[src/design/app_pc_pkg.sv]
`default_nettype none
package app_pc_pkg;

    localparam int HIST_DEPTH = 9;
    localparam int KW_MAX_LEN = 10;
    localparam int NUM_KW = 18;
    localparam int NUM_PORT_ENTRIES = 13;
    localparam int COUNT_W = 8;
    localparam int CFG_IDX_W = 1;

    localparam logic [CFG_IDX_W-1:0] CFG_DPI_ENABLE = 1'd0;
    localparam logic [CFG_IDX_W-1:0] CFG_PORT_ENABLE = 1'd1;

    localparam logic [1:0] TR_OTHER = 2'd0;
    localparam logic [1:0] TR_TCP = 2'd1;
    localparam logic [1:0] TR_UDP = 2'd2;

    localparam logic [3:0] PROTO_UNKNOWN = 4'd0;
    localparam logic [3:0] PROTO_HTTP = 4'd1;
    localparam logic [3:0] PROTO_HTTPS = 4'd2;
    localparam logic [3:0] PROTO_DNS = 4'd3;
    localparam logic [3:0] PROTO_SSH = 4'd4;
    localparam logic [3:0] PROTO_FTP = 4'd5;
    localparam logic [3:0] PROTO_SMTP = 4'd6;
    localparam logic [3:0] PROTO_DB = 4'd7;
    localparam logic [3:0] PROTO_RDP = 4'd8;

    localparam logic [1:0] METH_NONE = 2'd0;
    localparam logic [1:0] METH_DPI = 2'd1;
    localparam logic [1:0] METH_PORT = 2'd2;

    localparam logic [6:0] CONF_NONE = 7'd0;
    localparam logic [6:0] CONF_PORT = 7'd50;
    localparam logic [6:0] CONF_DPI = 7'd100;

    localparam logic [1:0] GRP_HTTP = 2'd0;
    localparam logic [1:0] GRP_SSH = 2'd1;
    localparam logic [1:0] GRP_FTP = 2'd2;
    localparam logic [1:0] GRP_SMTP = 2'd3;

    localparam logic [7:0] TLS_LEAD0 = 8'h16;
    localparam logic [7:0] TLS_LEAD1 = 8'h03;

    typedef struct packed {
        logic        l4_known;
        logic [1:0]  transport;
        logic [15:0] sport;
        logic [15:0] dport;
        logic        has_byte;
        logic [7:0]  data_byte;
        logic        first;
        logic        last;
    } t_in_beat;

    typedef struct packed {
        logic [3:0] protocol;
        logic [6:0] confidence;
        logic [1:0] method;
    } t_out_beat;

    // The last character of a keyword sits in the low byte of text.
    typedef struct packed {
        logic [KW_MAX_LEN*8-1:0] text;
        logic [3:0]              len;
        logic [1:0]              grp;
    } t_kw;

    typedef struct packed {
        logic [15:0] port;
        logic [1:0]  transport;
        logic [3:0]  protocol;
    } t_port_entry;

    localparam t_kw KW_TABLE [NUM_KW] = '{
        '{80'("GET "), 4'd4, GRP_HTTP},
        '{80'("POST "), 4'd5, GRP_HTTP},
        '{80'("PUT "), 4'd4, GRP_HTTP},
        '{80'("DELETE "), 4'd7, GRP_HTTP},
        '{80'("HEAD "), 4'd5, GRP_HTTP},
        '{80'("HTTP/1."), 4'd7, GRP_HTTP},
        '{80'("HTTP/2"), 4'd6, GRP_HTTP},
        '{80'("SSH-"), 4'd4, GRP_SSH},
        '{80'("220 "), 4'd4, GRP_FTP},
        '{80'("USER "), 4'd5, GRP_FTP},
        '{80'("PASS "), 4'd5, GRP_FTP},
        '{80'("RETR "), 4'd5, GRP_FTP},
        '{80'("STOR "), 4'd5, GRP_FTP},
        '{80'("220 "), 4'd4, GRP_SMTP},
        '{80'("HELO "), 4'd5, GRP_SMTP},
        '{80'("EHLO "), 4'd5, GRP_SMTP},
        '{80'("MAIL FROM:"), 4'd10, GRP_SMTP},
        '{80'("RCPT TO:"), 4'd8, GRP_SMTP}
    };

    localparam t_port_entry PORT_TABLE [NUM_PORT_ENTRIES] = '{
        '{16'd80, TR_TCP, PROTO_HTTP},
        '{16'd8080, TR_TCP, PROTO_HTTP},
        '{16'd8000, TR_TCP, PROTO_HTTP},
        '{16'd8888, TR_TCP, PROTO_HTTP},
        '{16'd443, TR_TCP, PROTO_HTTPS},
        '{16'd8443, TR_TCP, PROTO_HTTPS},
        '{16'd53, TR_UDP, PROTO_DNS},
        '{16'd22, TR_TCP, PROTO_SSH},
        '{16'd21, TR_TCP, PROTO_FTP},
        '{16'd25, TR_TCP, PROTO_SMTP},
        '{16'd587, TR_TCP, PROTO_SMTP},
        '{16'd3306, TR_TCP, PROTO_DB},
        '{16'd3389, TR_TCP, PROTO_RDP}
    };

    function automatic logic is_kept(input logic [7:0] c);
        return (c >= 8'h20 && c <= 8'h7E) || c == 8'h0A || c == 8'h0D;
    endfunction

    // The earliest matching entry wins, so the walk runs from the end.
    function automatic logic [3:0] port_lookup(input logic [1:0] tr,
                                               input logic [15:0] sp,
                                               input logic [15:0] dp);
        logic [3:0] p;
        p = PROTO_UNKNOWN;
        for (int i = NUM_PORT_ENTRIES - 1; i >= 0; i--) begin
            if (PORT_TABLE[i].transport == tr &&
                (PORT_TABLE[i].port == dp || PORT_TABLE[i].port == sp)) begin
                p = PORT_TABLE[i].protocol;
            end
        end
        return p;
    endfunction

endpackage
`default_nettype wire

[src/design/app_pc_cell.sv]
`default_nettype none
module app_pc_cell (
    input  wire logic       i_clk,
    input  wire logic       i_rst_n,
    input  wire logic       i_clr_now,
    input  wire logic       i_shift,
    input  wire logic       i_clr_after,
    input  wire logic [7:0] i_prev,
    output logic [7:0]      o_view
);

    logic [7:0] r_char;
    logic [7:0] n_char;

    assign o_view = i_clr_now ? 8'h00 : r_char;

    always_comb begin
        if (i_clr_after) begin
            n_char = 8'h00;
        end else if (i_shift) begin
            n_char = i_prev;
        end else begin
            n_char = o_view;
        end
    end

    always_ff @(posedge i_clk) begin
        if (!i_rst_n) begin
            r_char <= 8'h00;
        end else begin
            r_char <= n_char;
        end
    end

endmodule
`default_nettype wire

[src/design/app_pc_match.sv]
`default_nettype none
module app_pc_match import app_pc_pkg::*; (
    input  wire logic [KW_MAX_LEN*8-1:0] i_window,
    output logic [3:0]                   o_hits
);

    logic hit;

    always_comb begin
        o_hits = '0;
        hit = 1'b0;
        for (int k = 0; k < NUM_KW; k++) begin
            hit = 1'b1;
            for (int b = 0; b < KW_MAX_LEN; b++) begin
                if (4'(b) < KW_TABLE[k].len &&
                    i_window[8*b +: 8] != KW_TABLE[k].text[8*b +: 8]) begin
                    hit = 1'b0;
                end
            end
            if (hit) begin
                o_hits[KW_TABLE[k].grp] = 1'b1;
            end
        end
    end

endmodule
`default_nettype wire

[src/design/app_protocol_classifier.sv]
`default_nettype none
// Application protocol classifier.
// The input channel carries one beat per packet item: the first beat holds
// the transport context and ports, each beat may carry one payload byte, and
// the beat marked last closes the packet. One classification beat (protocol,
// confidence, method) leaves on the output channel for every last beat.
// One input beat is taken every clock cycle while the input is not stalled.
// The result is shown in the cycle after the last beat is taken and waits in
// the output register until taken. The printable bytes shift through a row of
// nine history cells, and the keyword compare against the cells and the new
// byte finishes within the cycle that takes the byte.
// While a result waits under stall, beats that are not last keep flowing; a
// last beat is stalled only until the waiting result leaves.
// The configuration channel is always ready and writes the enable bits.
// Reset clears the scan state, the held context and the output valid, and
// sets both enables.
module app_protocol_classifier import app_pc_pkg::*; #(
    parameter int SCAN_LIMIT = 200
) (
    input  wire logic                 i_clk,
    input  wire logic                 i_rst_n,
    input  wire logic                 i_in_valid,
    output logic                      o_in_stall,
    input  wire t_in_beat             i_in,
    output logic                      o_out_valid,
    input  wire logic                 i_out_stall,
    output t_out_beat                 o_out,
    input  wire logic                 i_cfg_valid,
    output logic                      o_cfg_ready,
    input  wire logic [CFG_IDX_W-1:0] i_cfg_index,
    input  wire logic                 i_cfg_data
);

    localparam logic [COUNT_W-1:0] LIMIT = COUNT_W'(SCAN_LIMIT);

    logic r_dpi_en;
    logic r_port_en;

    logic [COUNT_W-1:0] r_scan_count;
    logic [COUNT_W-1:0] n_scan_count;
    logic [7:0]         r_lead0;
    logic [7:0]         n_lead0;
    logic [7:0]         r_lead1;
    logic [7:0]         n_lead1;
    logic [3:0]         r_hits;
    logic [3:0]         n_hits;

    logic        r_l4_known;
    logic [1:0]  r_transport;
    logic [15:0] r_sport;
    logic [15:0] r_dport;
    logic        n_l4_known;
    logic [1:0]  n_transport;
    logic [15:0] n_sport;
    logic [15:0] n_dport;

    logic      r_out_valid;
    t_out_beat r_out;
    t_out_beat n_out;

    logic               acc;
    logic               clr_now;
    logic               clr_after;
    logic               take;
    logic               shift;
    logic [COUNT_W-1:0] base_count;
    logic [COUNT_W-1:0] pre_count;
    logic [7:0]         pre_lead0;
    logic [7:0]         pre_lead1;
    logic [3:0]         pre_hits;
    logic [3:0]         match_hits;
    logic [3:0]         dpi_proto;
    logic               dpi_done;

    logic [7:0]                   view [HIST_DEPTH];
    logic [KW_MAX_LEN*8-1:0]      window;

    assign acc = i_in_valid & ~o_in_stall;
    assign clr_now = acc & i_in.first;
    assign clr_after = acc & i_in.last;
    assign o_in_stall = r_out_valid & i_out_stall & i_in.last;
    assign o_out_valid = r_out_valid;
    assign o_out = r_out;
    assign o_cfg_ready = 1'b1;

    assign base_count = i_in.first ? '0 : r_scan_count;
    assign take = acc & i_in.has_byte & (base_count < LIMIT);
    assign shift = take & is_kept(i_in.data_byte);

    assign window[7:0] = i_in.data_byte;

    genvar g;
    generate
        for (g = 0; g < HIST_DEPTH; g++) begin : g_hist
            assign window[8*(g+1) +: 8] = view[g];
            app_pc_cell u_cell (
                .i_clk      (i_clk),
                .i_rst_n    (i_rst_n),
                .i_clr_now  (clr_now),
                .i_shift    (shift),
                .i_clr_after(clr_after),
                .i_prev     ((g == 0) ? i_in.data_byte : view[(g == 0) ? 0 : g-1]),
                .o_view     (view[g])
            );
        end
    endgenerate

    app_pc_match u_match (
        .i_window(window),
        .o_hits  (match_hits)
    );

    always_comb begin
        pre_count = take ? base_count + 1'b1 : base_count;
        pre_lead0 = i_in.first ? 8'h00 : r_lead0;
        pre_lead1 = i_in.first ? 8'h00 : r_lead1;
        pre_hits = i_in.first ? 4'h0 : r_hits;
        if (take && base_count == '0) begin
            pre_lead0 = i_in.data_byte;
        end
        if (take && base_count == COUNT_W'(1)) begin
            pre_lead1 = i_in.data_byte;
        end
        if (shift) begin
            pre_hits = pre_hits | match_hits;
        end
    end

    always_comb begin
        if (clr_now) begin
            n_l4_known = i_in.l4_known;
            n_transport = i_in.transport;
            n_sport = i_in.sport;
            n_dport = i_in.dport;
        end else begin
            n_l4_known = r_l4_known;
            n_transport = r_transport;
            n_sport = r_sport;
            n_dport = r_dport;
        end
        if (clr_after) begin
            n_scan_count = '0;
            n_lead0 = 8'h00;
            n_lead1 = 8'h00;
            n_hits = 4'h0;
        end else if (acc) begin
            n_scan_count = pre_count;
            n_lead0 = pre_lead0;
            n_lead1 = pre_lead1;
            n_hits = pre_hits;
        end else begin
            n_scan_count = r_scan_count;
            n_lead0 = r_lead0;
            n_lead1 = r_lead1;
            n_hits = r_hits;
        end
    end

    always_comb begin
        dpi_proto = PROTO_UNKNOWN;
        if (n_transport == TR_TCP) begin
            if (pre_hits[GRP_HTTP]) begin
                dpi_proto = PROTO_HTTP;
            end else if (pre_count >= COUNT_W'(2) && pre_lead0 == TLS_LEAD0 &&
                         pre_lead1 == TLS_LEAD1) begin
                dpi_proto = PROTO_HTTPS;
            end else if (pre_hits[GRP_SSH]) begin
                dpi_proto = PROTO_SSH;
            end else if (pre_hits[GRP_FTP]) begin
                dpi_proto = PROTO_FTP;
            end else if (pre_hits[GRP_SMTP]) begin
                dpi_proto = PROTO_SMTP;
            end
        end
        n_out.protocol = PROTO_UNKNOWN;
        n_out.confidence = CONF_NONE;
        n_out.method = METH_NONE;
        dpi_done = 1'b0;
        if (n_l4_known) begin
            if (r_dpi_en && pre_count != '0) begin
                n_out.method = METH_DPI;
                if (dpi_proto != PROTO_UNKNOWN) begin
                    n_out.protocol = dpi_proto;
                    n_out.confidence = CONF_DPI;
                    dpi_done = 1'b1;
                end
            end
            if (!dpi_done && r_port_en) begin
                n_out.method = METH_PORT;
                n_out.confidence = CONF_PORT;
                n_out.protocol = port_lookup(n_transport, n_sport, n_dport);
            end
        end
    end

    always_ff @(posedge i_clk) begin
        if (!i_rst_n) begin
            r_dpi_en <= 1'b1;
            r_port_en <= 1'b1;
            r_scan_count <= '0;
            r_lead0 <= 8'h00;
            r_lead1 <= 8'h00;
            r_hits <= 4'h0;
            r_l4_known <= 1'b0;
            r_transport <= TR_OTHER;
            r_sport <= 16'h0000;
            r_dport <= 16'h0000;
            r_out_valid <= 1'b0;
        end else begin
            if (i_cfg_valid) begin
                case (i_cfg_index)
                    CFG_DPI_ENABLE: begin
                        r_dpi_en <= i_cfg_data;
                    end
                    CFG_PORT_ENABLE: begin
                        r_port_en <= i_cfg_data;
                    end
                    default: begin
                    end
                endcase
            end
            r_scan_count <= n_scan_count;
            r_lead0 <= n_lead0;
            r_lead1 <= n_lead1;
            r_hits <= n_hits;
            r_l4_known <= n_l4_known;
            r_transport <= n_transport;
            r_sport <= n_sport;
            r_dport <= n_dport;
            if (clr_after) begin
                r_out_valid <= 1'b1;
            end else if (!i_out_stall) begin
                r_out_valid <= 1'b0;
            end
        end
    end

    always_ff @(posedge i_clk) begin
        if (clr_after) begin
            r_out <= n_out;
        end
    end

endmodule
`default_nettype wire

[config.mk]
export PLATFORM = sky130hd
export DESIGN_NAME = app_protocol_classifier
export DESIGN_NICKNAME = d
export VERILOG_FILES = /design/src/design/app_pc_pkg.sv /design/src/design/app_pc_cell.sv /design/src/design/app_pc_match.sv /design/src/design/app_protocol_classifier.sv
export SDC_FILE = /design/constraint.sdc
export NUM_CORES = 1
export LEC_CHECK = 0
export ABC_AREA = 1
export ABC_CLOCK_PERIOD_IN_PS = 4300
export BUFFER_PORTS_ARGS = -buffer_cell sky130_fd_sc_hd__buf_2
export CORE_MARGIN = 5
export CORE_UTILIZATION = 50
export DETAILED_ROUTE_END_ITERATION = 8
export HOLD_SLACK_MARGIN = 0.15
export PLACE_DENSITY = 0.72
export SYNTH_ARGS = -nofsm -noshare
export SYNTH_HDL_FRONTEND = slang
export SYNTH_HIERARCHICAL = 1
export SYNTH_SLANG_ARGS = --single-unit
[constraint.sdc]
create_clock -name i_clk -period 4.3 [get_ports i_clk]
set_input_delay 1.29 -clock i_clk [delete_from_list [all_inputs] [get_ports i_clk]]
set_output_delay 1.29 -clock i_clk [all_outputs]
set_load 0.02 [all_outputs]
==> run metrics, run 1 <==
most used cell, CP nand2_1; Worst Hold Path EP r_hits[3]; initial antenna violation count 0; Max-slew headroom around 45%; CTS tree done; hold_sp r_hits[3]; Clock Path Buffers 2; I/O pins 69; Num Clock Sinks 146; WL per Instance 12.9 um; Final setup viols 0; worst-path maximum fanout 11; MaxCap Viol Count 0; reg2reg end o_out[0]; GP Congestion around 0.94; actual slew at the worst max-slew pin ~0.83 ns; sequential area share after synthesis ~28%; Commonest cells post-synth nand2_1, nor2_1, inv_1; top cells by area, synth dfxtp_1, nand2_1, nor2_1; Post-synth ARST share 0%; flop2flop setup slack 1.22 ns; Slew Limit Fails 0; Cell Pwr Density a little over 300 nW/um2; worst path cell trace buf_2 -> nand3_2 -> nand2_4 -> nor2_8 -> buf_4 -> nor2_1 -> inv_1 -> nand2_1 -> nor3_1 -> nand3_1 -> nor2_1 -> nand4_1 -> nand3_1 -> nand3_1 -> nand2_1 -> nor2_1 -> nand2_1 -> nand2_1 -> o21bai_2 -> nand2_2 -> nand2_4 -> nand2_1 -> nand2_1 -> nor2_1; layout cells sized above 1 between 10% and 20%; cell count after synthesis 1812; Final WS setup 0.606 ns; ANT cells 0; placed cells 2116; First-pass DRT Iterations 5; fin crit share about 86%; synth unique cells 52; Post-CTS Resized 0; Crit path required time ~4.5 ns; Final Routed Wirelength 27800 um; peak supply drop 218 uV; Inserted Clock Buffers 17; CTS clk-pin slew, worst paths roughly 0.06 ns; kind of critical path primary input to flip-flop; top_reg_cell synth dfxtp_1; hold buffers post-CTS 0; Netlist Area Pre-Place about 11000 um2; Layout Cells excl Fill 2147; worst skew pair latency ~0.43 ns; Critical Path Sink Type flip-flop; Synth top area share about a quarter; final hold violations 0; Yosys top cell by area dfxtp_1; pre-CTS WS 0.164 ns; Syn Area/Cell approximately 6.0 um2; Worst path max stage delay 0.23 ns; GRT Residual Overflow 0; Core Area around 21000 um2; vias in the first global route about 10000; via/cell ratio between 4 and 5; Layout Utilization between 50% and 60%; Post-CTS Setup Inserts 0; DP Wirelength 20900 um; RSZ-0062 raised after global routing no; final net count around 1900; r2r worst-path depth 22; overall routing resource usage a little under a quarter; EDFF count, synth 8; CP delay by family, top simple AND/OR/NAND/NOR gates; Crit-path slowest cell nor2_8; largest net degree at the start of global routing 82; post-route ant nets 0; IO Port Bufs 65; fin crit period roughly 3.7 ns; first-pass GRT wire length 46400 um; setup TNS 0 ns; leakage ~5.3 nW; fmax ~270 MHz; # H-tree levels 4; nature of the critical path startpoint primary input; count leader, synth nand2_1; Seq cells post-synth around 150; initial drt markers around 650; RR Startpoint o_out_valid; hold crit path type flip-flop to flip-flop; Arr. time, crit path approximately 3.9 ns; Critical path buffers and inverters 3; Rows 53; Syn. warnings 6; status completed; DRC viols 0; Crit. path cell count 24; Die X-Extent 157 um; Area growth, synth to finish 8.40%; via count 10577; die area 24700 um2; initial core utilization between 50% and 60%; clk root buf clkbuf_16; Layout Skew roughly 0.011 ns; Hold Crit Depth 2; Die Y approximately 160 um
## registers in the layout, summed over array words and instances (netlist names)
signal / count
g_hist.u_cell/r_char: 72
o_out: 8
o_out_valid: 1
r_dpi_en: 1
r_dport: 16
r_hits: 4
r_l4_known: 1
r_lead0: 8
r_lead1: 8
r_port_en: 1
r_scan_count: 8
r_sport: 16
r_transport: 2
## power by group
part	leakage [nW]	internal (mW)	switching [mW]
registers	1.20	1.42	0.0278
logic	3.77	0.190	0.430
clock network	0.286	0.887	0.595
## layout make-up
type,count,area (um2)
inverters,353,1340
well taps,275,344
clock buffers,23,509
repair buffers,87,515
fillers,2124,9430
clock inverters,8,73.8
multi-input cells,1255,5940
flip-flops and latches,146,3000
## per-layer routing
layer / up-vias / routed length [um] / track usage [%]
met5: - / 0 / 0
li1: 5576 / - / -
met3: 41 / 1270 / 4.10
met2: 245 / 12700 / 37.7
met1: 4715 / 13200 / 30.8
met4: 0 / 583 / 6.92
## cell families after synthesis
group	count (synthesis)	synth area share (%)
xor gates and xnor gates	4	0.324
muxes	1	0.0926
AOI/OAI and AO/OA	183	9.64
other	2	0.0695
and+or+nand+nor	1061	44.4
adders and majority gates	3	0.347
buffers and inverters	412	17.3
DFF	146	27.8
## worst reg2reg max path: cells and delay by family, from the launching register on
family                 cells  cell delay [ns]
and+or+nand+nor           20             2.14
DFF                        1             0.36
buffers and inverters      1             0.18
AOI/OAI and AO/OA          1             0.13
## worst max-delay path by stage
stage	from	to	slack (ns)
floorplan	i_in[0]	o_out[0]	0.37
global placement	i_in[0]	o_out[0]	0.18
detailed placement	i_in[0]	o_out[0]	0.16
CTS	i_in[0]	o_out[0]	0.61
global route	i_in[0]	o_out[0]	0.26
finish	i_in[0]	o_out[0]	0.61
## per-stage QoR
stage / instance area [um2] / hold slack [ns] / power [mW]
final: 11700 / 0.467 / 3.55
after global routing: 11700 / 0.477 / 3.73
after CTS: 11700 / 0.468 / 3.58
after detailed placement: 11100 / 0.458 / 2.09
after global placement: 11100 / 0.453 / 2.09
after floorplan: 10800 / 0.445 / 1.97
## layout by cell type (no fill, tap or decap), types with 3 or more instances in the layout
cell	synthesis	routed
nand2_2	34	34
nor2_2	25	25
nor3_2	4	4
clkbuf_8	0	4
a21oi_1	100	100
o21ai_1	19	19
nor2_8	10	10
nand3b_1	8	8
clkbuf_16	0	18
o21ai_0	35	35
xor2_1	3	3
o21ai_4	4	4
inv_2	19	20
nor2_4	13	13
nor2_1	359	359
nor3_1	18	18
conb_1	2	3
nor4_1	4	4
nand3_1	86	86
buf_2	11	65
nand4_1	32	32
dfxtp_1	138	138
inv_1	331	330
nand2_1	448	448
ha_1	3	3
buf_4	6	20
o211ai_1	7	7
clkinv_2	0	4
nand2_4	7	7
edfxtp_1	8	8
nand3_2	6	6
o21ai_2	9	9
Power figures use the tool's default switching activity.
==> run 2: changes to the inputs <==
- ABC_AREA: 1 -> default
- CORE_MARGIN: 5 -> default
==> run 2 against run 1 <==
  * Setup slack got worse by 0.43 ns
  * Critical endpoint is now o_out[10]
  * First-iteration DRC count fell by 3.1%
  * Global-route usage rose by 5.0 points
  * Routed wire length rose by 0.70%
  * Combinational power fell by 43%
  * Final cell count fell by 26%
  * Via count fell by 9.8%
  * Sequential cell count did not move
==> run metrics, run 2 <==
status completed; vias in the first global route 8870; Seq cells post-synth 146; worst skew pair latency 0.43 ns; Worst path max stage delay ~0.53 ns; area of the multi-input gates 6350 um2; Largest Register g_hist.u_cell/r_char; Final Routed Wirelength approximately 28000 um; Yosys top cell by area dfxtp_1; commonest non-fill, non-tap cells in the layout nand2_1, dfxtp_1, buf_4; Num Clock Sinks about 150; Slew Limit Fails 0; First-pass DRT Iterations 5; overall routing resource usage between 20 and 30%; fin crit share 96.0%; layout cells sized above 1 between 20% and 30%; via/cell ratio between 5 and 6; placed cells approximately 1600; peak supply drop around 280 uV; largest net degree at the start of global routing 95; top cells by area, synth dfxtp_1, nand2_1, and2b_2; Synth top area share between 20 and 30%; Syn. warnings 6; kind of critical path primary input to flip-flop; Largest regs g_hist.u_cell/r_char (72), r_dport (16), r_sport (16); synth unique cells about 100; commonest non-fill, non-tap cell in the layout nand2_1; Largest register FFs about 70; clk root buf clkbuf_16; sequential area share after synthesis 30.8%; Critical Path Sink Type flip-flop; Clock Path Buffers 2; nature of the critical path startpoint primary input; Commonest cells post-synth nand2_1, dfxtp_1, a21oi_1; fin crit period 4.13 ns; WHS around 0.47 ns; hold buffers post-CTS 0; Syn Area/Cell 8.17 um2; first-pass GRT wire length 44800 um; actual slew at the worst max-slew pin ~1 ns; final hold violations 0; Post-CTS Setup Inserts 0; top_reg_cell synth dfxtp_1; Layout Cells excl Fill roughly 1600; Inserted Clock Buffers 17; Final setup viols 0; Max-slew headroom 31.5%; Area growth, synth to finish 19.1%; I/O pins 69; Crit-path slowest cell or3b_2; GP Congestion 0.977; final net count 1381; Die X-Extent 142 um; count leader, synth nand2_1; Fill cells roughly 1700; CTS clk-pin slew, worst paths ~0.070 ns; GRT Residual Overflow 0; Post-synth ARST share 0%; MaxCap Viol Count 0; initial drt markers roughly 630; worst-path maximum fanout 31; fmax 242 MHz; initial core utilization around half; Arr. time, crit path around 4.3 ns; WL per Instance between 15 and 20 um; ANT cells 0; EDFF count, synth 8; DP Wirelength between 15000 and 20000 um; DRC viols 0; Netlist Area Pre-Place around 10000 um2; IO Port Bufs between 60 and 70; Crit path required time ~4.5 ns; post-route ant nets 0; Core Area 18900 um2; die area roughly 20000 um2; worst path cell trace buf_2 -> and2_4 -> nand2_4 -> inv_6 -> buf_12 -> and2b_2 -> nor3b_1 -> or3b_2 -> nor4_4 -> a22oi_2 -> o311ai_2 -> nor4_1 -> o22a_1 -> nor2_1 -> a41oi_2 -> o211ai_2 -> o31ai_2; initial antenna violation count 0; register area approximately 3000 um2; cell count after synthesis roughly 1200; via count about 9500; # H-tree levels 4; Rows 50; CTS tree done; leakage around 4.2 nW; Die Y between 100 and 150 um; hold crit path type flip-flop to flip-flop; Layout Skew 0.0108 ns; Cell Pwr Density ~280 nW/um2
## run 2: cell count changes after synthesis, moves of 27 or more
| cell | before | now |
|---|---|---|
| a21boi_0 | 1 | 29 |
| and2b_2 | 0 | 72 |
| nand3_1 | 86 | 30 |
| nand2_2 | 34 | 0 |
| inv_1 | 331 | 21 |
| or3b_2 | 0 | 56 |
| nor4b_1 | 0 | 27 |
| nand2_1 | 448 | 183 |
| nor2_1 | 359 | 59 |
## run 2: through the flow
step	area (um2)	setup WS (ns)	TNS (ns)	power [mW]	util [%]
final	11600	0.171	0	3.28	61.5
after global routing	11600	-0.000872	-0.000872	3.39	61.5
after CTS	11500	0.0803	0	3.29	60.7
after detailed placement	10900	-0.375	-2.65	1.79	57.6
after global placement	10900	-0.316	-2.17	1.78	57.6
after floorplan	9830	-0.471	-3.41	1.67	-
## run 2: logic make-up after synthesis
logic type | count (synthesis) | synth area share (%)
adders and majority gates | 3 | 0.385
buffers and inverters | 91 | 5.35
and+or+nand+nor | 695 | 44.8
muxes | 13 | 1.42
DFF | 146 | 30.8
AOI/OAI and AO/OA | 242 | 17.0
xor gates and xnor gates | 2 | 0.180
other | 2 | 0.0770
## run 2: report_power, final
group,total (mW),leakage (nW),switching [mW],internal [mW]
Sequential,1.42,1.20,0.0285,1.39
Clock,1.51,0.287,0.659,0.848
Combinational,0.353,2.74,0.224,0.129
Total,3.28,4.22,0.911,2.37
## run 2: layout make-up
cell class	instances	area share, %
clock buffer	18	3.88
clock inverter	14	1.23
inverter	24	0.829
multi-input combinational	958	54.7
sequential	146	25.8
tap	260	2.80
timing repair buffer	178	10.7
## run 2: path summary, 6_finish.rpt
kind         depth (start not counted)             end            from  slack (ns)
max                                 17       o_out[10]      i_in_valid        0.17
min                                  2  r_transport[1]  r_transport[1]        0.47
max reg2reg                         17       o_out[10]     o_out_valid        0.81
min reg2reg                          2  r_transport[1]  r_transport[1]        0.47
## run 2: worst max-delay path: cells and delay by family
kind	cells	cell delay [ns]
AOI/OAI and AO/OA	6	0.84
and+or+nand+nor	8	1.80
buffers and inverters	3	0.39
## run 2: what timing repair did
action                                 4_1_cts  5_1_grt
gates resized for setup                      0       16
setup endpoints to repair                    0        8
endpoints found under the hold margin        0        0
## run 2: per-layer routing
metal	vias to the layer above	global-route usage, %	part of all wire [%]	wire [um]
met4	0	8.09	2.0	549
met5	-	0	0	0
met3	46	4.72	5.2	1460
met2	292	46.1	47	13100
li1	4672	-	-	-
met1	4527	37.4	46	12900
==> run 3: changes to the inputs <==
- ABC_AREA: default -> 1
- SETUP_SLACK_MARGIN: default -> 0.2
==> run 3 against run 2 <==
  * Via count increased by 10%
  * Fmax increased by 8.6%
  * Setup slack improved by 0.33 ns
  * Combinational power increased by 76%
  * Utilization decreased by 5.9 points
==> run metrics, run 3 (synthesized netlist as in run 1, its figures left out) <==
status completed; WL per Instance approximately 12 um; Largest Register g_hist.u_cell/r_char; switch share between 20% and 30%; CTS tree done; final hold violations 0; hold buffers post-CTS 0; Die Y 149 um; DRC viols 0; Hold Crit Depth 2; GRT Residual Overflow 0; commonest non-fill, non-tap cell in the layout nand2_1; WHS 0.468 ns; Largest regs g_hist.u_cell/r_char (72), r_dport (16), r_sport (16); Max-slew headroom 46.3%; Crit path required time between 4 and 5 ns; net switching power 1.07 mW; Layout Skew about 0.013 ns; DP Wirelength around 20000 um; commonest non-fill, non-tap cells in the layout nand2_1, nor2_1, inv_1; IO Port Bufs 65; hold crit path type flip-flop to flip-flop; ANT cells 0; Largest register FFs 72; Final setup viols 0; Post-CTS Resized 0; initial core utilization approximately half; Post-DP Area between 10000 and 15000 um2; die area 22200 um2; Cell Pwr Density between 300 and 400 nW/um2; P_int 2.51 mW; layout cells sized above 1 about 14%; CTS clk-pin slew, worst paths ~0.06 ns; Layout Utilization 55.6%; Inserted Clock Buffers 17; area of the multi-input gates roughly 5900 um2; worst skew pair latency around 0.43 ns; via/cell ratio 4.89; Final WS setup ~0.5 ns; first-pass GRT wire length around 44000 um; Final Routed Wirelength between 20000 and 30000 um; overall routing resource usage 24.9%; MaxCap Viol Count 0; Layout Cells excl Fill around 2100; setup TNS 0 ns; First-pass DRT Iterations 5; via count approximately 11000; Num Clock Sinks 146; post-route ant nets 0; Core Area 21100 um2; fin area 11700 um2; GP Congestion between 0.9 and 1; total power draw 3.58 mW; Comb power frac 17.3%; Rows 53; pre-CTS WS 0.0969 ns; nature of the critical path startpoint primary input; largest net degree at the start of global routing between 80 and 90; Clock Path Buffers 2; I/O pins 69; Die X-Extent about 150 um; register area ~3000 um2; clk root buf clkbuf_16; actual slew at the worst max-slew pin 0.805 ns; placed cells around 2100; r2r worst-path depth 22; leakage 5.25 nW; worst-path maximum fanout 27; Arr. time, crit path roughly 4.0 ns; initial antenna violation count 0; Seq pwr share 40.4%; Slew Limit Fails 0; fin crit share about nine tenths; vias in the first global route 9234; Critical Path Sink Type flip-flop; RSZ-0062 raised after global routing no; kind of critical path primary input to flip-flop; Fill cells 2179; initial drt markers ~750; Area growth, synth to finish 8.49%; fin crit period approximately 3.8 ns; clock network power share between 40% and 50%; peak supply drop between 200 and 250 uV; # H-tree levels 4; fmax 263 MHz; Post-CTS Setup Inserts 0; final net count between 1500 and 2000
==> run 3: area by class of cell <==
class / instances / share of cell area, %
repair buffers: 85 / 4.37
flip-flops and latches: 146 / 25.6
well taps: 275 / 2.93
multi-input cells: 1255 / 50.6
clock inverters: 12 / 1.10
clock buffers: 20 / 3.98
inverters: 353 / 11.4
==> run 3: worst max-delay path: stages <==
cell	delay, ns
buf_2	0.09
nand3_2	0.10
nand2_4	0.10
nor2_8	0.05
buf_12	0.16
nor2_1	0.55
nand4_1	0.15
nor2_1	0.22
nand2_1	0.08
nor2_1	0.14
a21oi_1	0.06
nand3_1	0.08
nand3_1	0.12
nand2_1	0.10
nor2_1	0.05
nand2_1	0.05
nand2_1	0.08
o21bai_2	0.13
nand2_2	0.08
nand2_4	0.09
nand2_1	0.07
nand2_1	0.06
nor2_1	0.04
==> run 3: path summary, 6_finish.rpt <==
check	start	endpoint	slack, ns
setup / recovery	i_in[0]	o_out[0]	0.50
hold / removal	r_hits[0]	r_hits[0]	0.47
setup reg to reg	o_out_valid	o_out[0]	1.08
hold reg to reg	r_hits[0]	r_hits[0]	0.47
==> run 3: power by group through the flow <==
stage	clock network [mW]	logic, mW	registers (mW)
2_1_floorplan	0	0.491	1.48
3_3_place_gp	0	0.610	1.48
3_5_place_dp	0	0.616	1.48
4_1_cts	1.54	0.619	1.45
5_1_grt	1.61	0.698	1.45
6_report	1.51	0.620	1.45
==> run 3: metal layers <==
metal,GRT usage (%),vias up,wire length [um]
li1,-,5581,-
met1,34.0,4641,13000
met2,39.6,249,11900
met3,5.11,31,1260
met4,6.99,0,488
met5,0,-,0
